## src/sv/acg_pkg.sv

```systemverilog
`default_nettype none

package acg_pkg;

  // Table geometry.
  localparam int STOP_COUNT    = 9;
  localparam int SEG_COUNT     = STOP_COUNT - 1;
  localparam int CH_COUNT      = 6;
  localparam int ALT_FRAC_BITS = 4;
  localparam int ALT_W         = 12;
  localparam int DEG_W         = 8;
  localparam int STOP_W        = 4;
  localparam int SEG_W         = 3;

  // Datapath widths: offset and span stay within 320, products within 17 bits.
  localparam int OFF_W  = 9;
  localparam int P_W    = 17;
  localparam int RCP_W  = 13;
  localparam int RCP_SH = 17;

  // Table selector values.
  localparam logic TBL_EVENING = 1'b0;
  localparam logic TBL_MORNING = 1'b1;

  typedef struct packed {
    logic signed [ALT_W-1:0] altitude;
    logic                    is_morning;
  } in_req_t;

  typedef struct packed {
    logic [15:0] background_color;
    logic [15:0] text_color;
  } out_req_t;

  // Segment choice handed from the search stage to the channel lanes.
  typedef struct packed {
    logic             morning;
    logic [SEG_W-1:0] seg;
    logic [OFF_W-1:0] off;
  } seg_sel_t;

  // Per-stage load enables of the channel lanes.
  typedef struct packed {
    logic mul;
    logic rcp;
    logic fix;
  } lane_en_t;

  // Stop altitudes in whole degrees, evening table first.
  localparam logic signed [DEG_W-1:0] STOP_DEG [2][STOP_COUNT] = '{
    '{8'sd45, 8'sd25, 8'sd12, 8'sd4, 8'sd0, -8'sd2, -8'sd6, -8'sd12, -8'sd25},
    '{-8'sd25, -8'sd12, -8'sd6, -8'sd2, 8'sd0, 8'sd4, 8'sd12, 8'sd25, 8'sd45}
  };

  // Stop colors: background r, g, b then text r, g, b.
  localparam logic [7:0] STOP_CH [2][STOP_COUNT][CH_COUNT] = '{
    '{
      '{8'hF8, 8'hDE, 8'hB6, 8'h8C, 8'h3F, 8'h1F},
      '{8'hFA, 8'hDD, 8'hA4, 8'h9A, 8'h48, 8'h28},
      '{8'hF8, 8'hD2, 8'hA8, 8'hA0, 8'h4C, 8'h2C},
      '{8'hF6, 8'hC5, 8'hA2, 8'hA0, 8'h4C, 8'h2C},
      '{8'hF7, 8'hC5, 8'hB1, 8'hA0, 8'h4C, 8'h2C},
      '{8'hB5, 8'h9C, 8'hB0, 8'h5A, 8'h46, 8'h70},
      '{8'h5C, 8'h7A, 8'hA8, 8'hD3, 8'hE5, 8'hFD},
      '{8'h1F, 8'h2D, 8'h4D, 8'h95, 8'hB5, 8'hD9},
      '{8'h06, 8'h13, 8'h1F, 8'h90, 8'hCF, 8'hEF}
    },
    '{
      '{8'h06, 8'h13, 8'h1F, 8'h90, 8'hCF, 8'hEF},
      '{8'h0F, 8'h1E, 8'h36, 8'h7A, 8'hA8, 8'hD0},
      '{8'h3D, 8'h5C, 8'h8C, 8'hC5, 8'hD5, 8'hEE},
      '{8'h9D, 8'hB8, 8'hDC, 8'h50, 8'h65, 8'h90},
      '{8'hFD, 8'hED, 8'hA8, 8'hDB, 8'h60, 8'h28},
      '{8'hFB, 8'hE5, 8'hAA, 8'hC4, 8'h52, 8'h30},
      '{8'hFB, 8'hE0, 8'hAA, 8'hA0, 8'h4C, 8'h2C},
      '{8'hFA, 8'hDD, 8'hA4, 8'h9A, 8'h48, 8'h28},
      '{8'hF8, 8'hDE, 8'hB6, 8'h8C, 8'h3F, 8'h1F}
    }
  };

  // Segment spans in 1/16 degree, absolute value.
  localparam logic [OFF_W-1:0] SEG_DEN [2][SEG_COUNT] = '{
    '{9'd320, 9'd208, 9'd128, 9'd64, 9'd32, 9'd64, 9'd96, 9'd208},
    '{9'd208, 9'd96, 9'd64, 9'd32, 9'd64, 9'd128, 9'd208, 9'd320}
  };

  // Reciprocals floor(2^17 / span); the estimate is low by at most one.
  localparam logic [RCP_W-1:0] SEG_RCP [2][SEG_COUNT] = '{
    '{13'd409, 13'd630, 13'd1024, 13'd2048, 13'd4096, 13'd2048, 13'd1365, 13'd630},
    '{13'd630, 13'd1365, 13'd2048, 13'd4096, 13'd2048, 13'd1024, 13'd630, 13'd409}
  };

  // Stop altitude in 1/16 degree.
  function automatic logic signed [ALT_W-1:0] stop_alt(input logic morning,
                                                       input logic [STOP_W-1:0] idx);
    logic signed [ALT_W-1:0] ext;
    ext = ALT_W'(STOP_DEG[morning][idx]);
    return ext <<< ALT_FRAC_BITS;
  endfunction

endpackage

`default_nettype wire

```

## src/sv/acg_seg_find.sv

```systemverilog
`default_nettype none

module acg_seg_find (
  input  logic              clk_i,
  input  logic              en_i,
  input  acg_pkg::in_req_t  req_i,
  output acg_pkg::seg_sel_t sel_o
);
  import acg_pkg::*;

  logic [SEG_COUNT-1:0]    hit;
  logic                    found;
  logic [SEG_W-1:0]        seg_hit;
  logic signed [ALT_W-1:0] a1_sel;
  logic signed [ALT_W-1:0] a2_sel;
  logic signed [ALT_W:0]   off_raw;
  logic signed [ALT_W-1:0] e0;
  logic signed [ALT_W-1:0] e1;
  logic signed [ALT_W-1:0] e_lo;
  logic                    clamp_first;
  seg_sel_t                sel_d;
  seg_sel_t                sel_q;

  // Test every segment's closed span in parallel.
  always_comb begin
    for (int i = 0; i < SEG_COUNT; i++) begin
      logic signed [ALT_W-1:0] a1;
      logic signed [ALT_W-1:0] a2;
      a1 = stop_alt(req_i.is_morning, STOP_W'(i));
      a2 = stop_alt(req_i.is_morning, STOP_W'(i + 1));
      if (a1 <= a2) begin
        hit[i] = (req_i.altitude >= a1) && (req_i.altitude <= a2);
      end else begin
        hit[i] = (req_i.altitude >= a2) && (req_i.altitude <= a1);
      end
    end
  end

  // The earliest segment in table order wins.
  always_comb begin
    found   = 1'b0;
    seg_hit = '0;
    for (int i = 0; i < SEG_COUNT; i++) begin
      if (!found && hit[i]) begin
        found   = 1'b1;
        seg_hit = SEG_W'(i);
      end
    end
  end

  // Offset from the segment's first stop, measured toward its second stop.
  always_comb begin
    a1_sel = stop_alt(req_i.is_morning, {1'b0, seg_hit});
    a2_sel = stop_alt(req_i.is_morning, {1'b0, seg_hit} + STOP_W'(1));
    if (a2_sel < a1_sel) begin
      off_raw = (ALT_W+1)'(a1_sel) - (ALT_W+1)'(req_i.altitude);
    end else begin
      off_raw = (ALT_W+1)'(req_i.altitude) - (ALT_W+1)'(a1_sel);
    end
  end

  // Out of range: pick the end stop nearer in altitude.
  always_comb begin
    e0   = stop_alt(req_i.is_morning, '0);
    e1   = stop_alt(req_i.is_morning, STOP_W'(STOP_COUNT - 1));
    e_lo = (e0 < e1) ? e0 : e1;
    if (req_i.altitude < e_lo) begin
      clamp_first = (e0 <= e1);
    end else begin
      clamp_first = (e0 >= e1);
    end
  end

  // The last stop is the far end of the last segment.
  always_comb begin
    sel_d.morning = req_i.is_morning;
    if (found) begin
      sel_d.seg = seg_hit;
      sel_d.off = off_raw[OFF_W-1:0];
    end else if (clamp_first) begin
      sel_d.seg = '0;
      sel_d.off = '0;
    end else begin
      sel_d.seg = SEG_W'(SEG_COUNT - 1);
      sel_d.off = SEG_DEN[req_i.is_morning][SEG_COUNT-1];
    end
  end

  always_ff @(posedge clk_i) begin
    if (en_i) begin
      sel_q <= sel_d;
    end
  end

  assign sel_o = sel_q;

endmodule

`default_nettype wire

```

## src/sv/acg_lerp_lane.sv

```systemverilog
`default_nettype none

module acg_lerp_lane #(
  parameter int CH_IDX = 0
) (
  input  logic              clk_i,
  input  acg_pkg::lane_en_t en_i,
  input  acg_pkg::seg_sel_t sel_i,
  output logic [7:0]        chan_o
);
  import acg_pkg::*;

  logic [7:0]       ca;
  logic [7:0]       cb;
  logic signed [8:0] diff;
  logic [7:0]       mag;
  logic [P_W-1:0]   p_d;

  logic [7:0]       ca2_q;
  logic             neg2_q;
  logic [P_W-1:0]   p2_q;
  logic [OFF_W-1:0] den2_q;
  logic [RCP_W-1:0] rcp2_q;

  logic [P_W+RCP_W-1:0] prod;

  logic [7:0]       ca3_q;
  logic             neg3_q;
  logic [P_W-1:0]   p3_q;
  logic [OFF_W-1:0] den3_q;
  logic [7:0]       q3_q;

  logic [P_W:0]     back;
  logic [P_W:0]     rem;
  logic [7:0]       quo;
  logic [7:0]       chan_d;
  logic [7:0]       chan_q;

  // Stage one: channel step magnitude times offset.
  always_comb begin
    ca   = STOP_CH[sel_i.morning][{1'b0, sel_i.seg}][CH_IDX];
    cb   = STOP_CH[sel_i.morning][{1'b0, sel_i.seg} + STOP_W'(1)][CH_IDX];
    diff = $signed({1'b0, cb}) - $signed({1'b0, ca});
    mag  = diff[8] ? 8'(-diff) : diff[7:0];
    p_d  = P_W'(mag) * P_W'(sel_i.off);
  end

  always_ff @(posedge clk_i) begin
    if (en_i.mul) begin
      ca2_q  <= ca;
      neg2_q <= diff[8];
      p2_q   <= p_d;
      den2_q <= SEG_DEN[sel_i.morning][sel_i.seg];
      rcp2_q <= SEG_RCP[sel_i.morning][sel_i.seg];
    end
  end

  // Stage two: quotient estimate through the span's reciprocal.
  assign prod = (P_W+RCP_W)'(p2_q) * (P_W+RCP_W)'(rcp2_q);

  always_ff @(posedge clk_i) begin
    if (en_i.rcp) begin
      ca3_q  <= ca2_q;
      neg3_q <= neg2_q;
      p3_q   <= p2_q;
      den3_q <= den2_q;
      q3_q   <= prod[RCP_SH+7:RCP_SH];
    end
  end

  // Stage three: one correction step, then apply the signed step.
  always_comb begin
    back = (P_W+1)'(q3_q) * (P_W+1)'(den3_q);
    rem  = (P_W+1)'(p3_q) - back;
    quo  = (rem >= (P_W+1)'(den3_q)) ? q3_q + 8'd1 : q3_q;
    chan_d = neg3_q ? ca3_q - quo : ca3_q + quo;
  end

  always_ff @(posedge clk_i) begin
    if (en_i.fix) begin
      chan_q <= chan_d;
    end
  end

  assign chan_o = chan_q;

endmodule

`default_nettype wire

```

## src/sv/altitude_color_gradient.sv

```systemverilog
// Each accepted request is registered in every stage listed below before its result reaches out_data_o.
// Throughput: one request per cycle; a stall on the output only holds stages that are full.
// Stages: segment search, step times offset, reciprocal multiply, correction and pack.
// Reset clears the stage valid bits only; the datapath registers are not reset.
`default_nettype none

module altitude_color_gradient (
  input  logic              clk_i,
  input  logic              rst_ni,
  input  logic              in_valid_i,
  output logic              in_stall_o,
  input  acg_pkg::in_req_t  in_data_i,
  output logic              out_valid_o,
  input  logic              out_stall_i,
  output acg_pkg::out_req_t out_data_o
);
  import acg_pkg::*;

  logic       v1_q, v2_q, v3_q, v4_q;
  logic       en1, en2, en3, en4;
  lane_en_t   lane_en;
  seg_sel_t   sel;
  logic [7:0] chan [CH_COUNT];

  // A stage loads when it is empty or its content moves on.
  assign en4 = !v4_q || !out_stall_i;
  assign en3 = !v3_q || en4;
  assign en2 = !v2_q || en3;
  assign en1 = !v1_q || en2;
  assign in_stall_o = !en1;

  assign lane_en.mul = en2;
  assign lane_en.rcp = en3;
  assign lane_en.fix = en4;

  // Valid bits travel with the request.
  always_ff @(posedge clk_i or negedge rst_ni) begin
    if (!rst_ni) begin
      v1_q <= 1'b0;
      v2_q <= 1'b0;
      v3_q <= 1'b0;
      v4_q <= 1'b0;
    end else begin
      if (en1) v1_q <= in_valid_i;
      if (en2) v2_q <= v1_q;
      if (en3) v3_q <= v2_q;
      if (en4) v4_q <= v3_q;
    end
  end

  acg_seg_find u_seg_find (
    .clk_i (clk_i),
    .en_i  (en1),
    .req_i (in_data_i),
    .sel_o (sel)
  );

  // One lane per color channel.
  for (genvar k = 0; k < CH_COUNT; k++) begin : g_lane
    acg_lerp_lane #(
      .CH_IDX (k)
    ) u_lane (
      .clk_i  (clk_i),
      .en_i   (lane_en),
      .sel_i  (sel),
      .chan_o (chan[k])
    );
  end

  // Pack both colors as RGB565.
  assign out_valid_o = v4_q;
  assign out_data_o.background_color = {chan[0][7:3], chan[1][7:2], chan[2][7:3]};
  assign out_data_o.text_color       = {chan[3][7:3], chan[4][7:2], chan[5][7:3]};

endmodule

`default_nettype wire
```

## config.mk

```make
export PLATFORM = sky130hd
export DESIGN_NAME = altitude_color_gradient
export DESIGN_NICKNAME = d
export VERILOG_FILES = /design/src/sv/acg_pkg.sv /design/src/sv/acg_seg_find.sv /design/src/sv/acg_lerp_lane.sv /design/src/sv/altitude_color_gradient.sv
export SDC_FILE = /design/constraint.sdc
export NUM_CORES = 2
export LEC_CHECK = 0
export CAP_MARGIN = 0
export CORE_MARGIN = 4
export CORE_UTILIZATION = 60
export CTS_BUF_LIST = sky130_fd_sc_hd__clkbuf_16
export DETAILED_ROUTE_END_ITERATION = 10
export DONT_BUFFER_PORTS = 1
export GPL_TIMING_DRIVEN = 0
export PLACE_DENSITY = 0.76
export RECOVER_POWER = 100
export SETUP_SLACK_MARGIN = 0.2
export SKIP_LAST_GASP = 1
export SYNTH_ARGS = -nofsm -noshare
export SYNTH_HDL_FRONTEND = slang
export SYNTH_SLANG_ARGS = --single-unit
```

## constraint.sdc

```tcl
create_clock -name clk_i -period 14.6 [get_ports clk_i]
set_input_delay 4.38 -clock clk_i [delete_from_list [all_inputs] [get_ports clk_i]]
set_output_delay 4.38 -clock clk_i [all_outputs]
set_load 0.03 [all_outputs]
```

==> results.yml <==
outcome:
  outcome: "complete, but fails checks"
  failed_checks: "capacitance limit, slew limit"
logic_synthesis:
  muxShareOfSynthArea_pct: 0.430
  synthesis.area_sq_um: 81000
  avgSynthCellArea_sq_um: 9.73
  yosysWarnings: 0
  async_flop_share_pct: 0.950
  synth_xor_area_share_pct: 4.07
  synth_ff_type: "edfxtp_1"
  synth_seq_cells: 421
  synthSimpleGateAreaFrac_pct: 15.4
  synth_edf_count: 417
  synth_top_family_by_area: "adder cells"
  synth_cell_types: 107
  synth_compound_area_share_pct: 7.14
  syn_nets: 10600
  yosysSeqAreaShare_pct: 15.6
  postSynthCellCount: 8319
  synth-adder-area-share_pct: 48.2
timing:
  period_share_pct: 80.1
  period_minus_slack_ps: 11690
  setup_ws_ps: 2910
  maxSlewHeadroom_pct: -326
  max_slew.worst_pin.slew_ps: 6390
  finalSetupTns_ps: 0
  hold_viol: 0
  rsz0062_at_grt: "false"
  fin_skew_ps: 50.0
  slew_violations: 424
  setup_viol: 0
  fmax_mhz: 85.5
setup_path:
  critPathKind: "register to register"
  arrival_ps: 12040
  max_stage_delay_ps: 840
  crit_path_end_kind: "register"
  worstSetupStartpointType: "register"
  crit_path_max_fanout: 13
  crit_top_cell: "o21ai_0"
  slowest_stage: "nor2_1"
  cp.required_ps: 14940
clock_tree:
  numCtsBuffers: 49
  htreeDepth: 2
  cts_tree: "built"
  cts_resized: 0
  clockBufferDepth: 3
  cts-root-buf: "clkbuf_16"
  clock_sinks: 421
  clk_pin_slew_ps: 60
  post_cts_buffers: 0
  worstSkewPairLatency_ps: 660
  hold_buffers: 0
route:
  first_pass_iters: 6
  routed_wl_microns: 257000
  antenna_left: 0
  vias_per_cell: 5.96
  route.vias.total: 60800
  drc: 0
  drt_iter0_markers: 6155
  avgRoutedWirePerCell_microns: 25.2
placed_design:
  post-place-ws_ps: 3120
  gp_congestion: 1.02
  hpwl_microns: 210000
  portBuffers: 0
final_layout:
  post_route_cells_drive_above_1_share_pct: 1.82
  mostFrequentLayoutCells: "1,724 x inv_1, 1,370 x fa_1, 927 x ha_1"
  fin_nets: 10700
  final_common_cell: "inv_1"
  nFillCells: 11000
  syn_to_final_growth_pct: 4.89
grt:
  grt_busiest_layer: "met2"
  grt_max_degree: 115
  grt_use_met1_pct: 47.9
  grt.met3_usage_pct: 10.6
  track_usage_pct: 37.0
  grt_pass1_vias: 63300
  antenna_found_initial: 29
  globalRouteMet2Util_pct: 56.6
  grt_pass1_wl_microns: 387000
  grt_remaining_overflow: 0
floorplan:
  num_rows: 134
  fp.dieH_microns: 375
  io_pins: 51
  core_area_sq_um: 134000
  die_w_microns: 375
  start_util_pct: 60.5
  dieArea_sq_um: 141000
run:
  maxCapViolations: 11
worst_hold_path:
  hp-class: "register to register"
-- layer usage --
metal | routed length, microns | vias to the layer above
met5 | 45 | -
met4 | 17200 | 6
met3 | 31600 | 758
met2 | 112000 | 3350
met1 | 96300 | 30400
li1 | - | 26200
-- cell usage after synthesis, drive strengths merged, types with 11 or more instances --
library cell	instances	area, sq um
nand3b	11	82.6
fa	1370	27400
o31ai	25	211
o21bai	36	270
and2	798	4990
inv	1724	6470
o21a	78	586
a22oi	11	87.6
xor2	124	1090
nor2b	237	1480
nand4	12	90.1
a31o	18	158
and3	25	156
nor3b	16	125
nand2	589	2220
mux2i	28	280
nand2b	140	876
clkbuf	224	842
nor3	82	425
or2	12	75.1
o211ai	18	145
buf	22	93.8
o21ai	214	1090
nand3	61	305
edfxtp	417	12500
ha	927	11600
a211oi	18	148
or3	22	138
a31oi	37	238
nor4	17	106
a21boi	31	244
a21o	64	480
nor2	281	1050
a21oi	221	1110
xnor2	246	2150
-- worst paths after layout --
check / end / startpoint / slack [ps] / cells after the start
min in group asynchronous: v1_q$_DFFE_PN0N_ / rst_ni / 3420 / 0
hold reg to reg: g_lane[5].u_lane.ca3_q[1]$_DFFE_PP_ / g_lane[5].u_lane.ca2_q[1]$_DFFE_PP_ / 410 / 0
max in group asynchronous: v2_q$_DFFE_PN0P_ / rst_ni / 11110 / 0
setup / recovery: g_lane[1].u_lane.p2_q[15]$_DFFE_PP_ / u_seg_find.sel_o[10]$_DFFE_PN_ / 2910 / 40
hold / removal: g_lane[5].u_lane.ca3_q[1]$_DFFE_PP_ / g_lane[5].u_lane.ca2_q[1]$_DFFE_PP_ / 410 / 0
setup reg to reg: g_lane[1].u_lane.p2_q[15]$_DFFE_PP_ / u_seg_find.sel_o[10]$_DFFE_PN_ / 2910 / 40
-- final cells by class --
type	count	area [sq um]	share of cell area [%]
flip-flops and latches	421	12600	14.9
repair buffers	5	30.0	0.0354
inverters	1728	6490	7.64
plain buffers	246	933	1.10
well taps	1768	2210	2.60
clock inverters	40	527	0.620
diodes	15	37.5	0.0442
multi-input cells	5924	60800	71.7
clock buffers	49	1230	1.44
-- registers in the layout, summed over array words and instances (netlist names) --
name                  cells
g_lane.u_lane.p2_q      102
g_lane.u_lane.p3_q      102
g_lane.u_lane.q3_q       48
g_lane.u_lane.ca2_q      46
g_lane.u_lane.ca3_q      46
g_lane.u_lane.chan_o     32
u_seg_find.sel_o         13
g_lane.u_lane.rcp2_q      8
g_lane.u_lane.neg2_q      6
g_lane.u_lane.neg3_q      6
g_lane.u_lane.den3_q      5
g_lane.u_lane.den2_q      3
out_valid_o               1
v1_q                      1
v2_q                      1
v3_q                      1
-- critical path: cells and delay by family (launching register included) --
family          cells  cell delay [ps]
xor+xnor            2             1380
fa+ha+maj           8             3170
buf+inv             5             1910
compound gates     14             2310
simple gates       11             1960
flops               1              660
-- logic make-up after synthesis --
logic type	count (synthesis)
and+or+nand+nor	2339
adders and majority gates	2297
buffers and inverters	1974
AOI/OAI and AO/OA	882
DFF	421
xor gates and xnor gates	372
muxes	34
-- stage by stage --
stage               util (%)  std cells  hold WS (ps)  area [sq um]
detailed placement      62.2      10100           405         83300
floorplan                  -       8319           400         81000
global route            63.4      10200           419         84900
CTS                     63.6      10200           416         85000
finish                  63.5      10200           412         84900
global placement        62.2      10100           400         83200
Power is left out: the tool's default activity adds up to more than one toggle a clock period on the data nets, which glitch-free logic cannot reach.
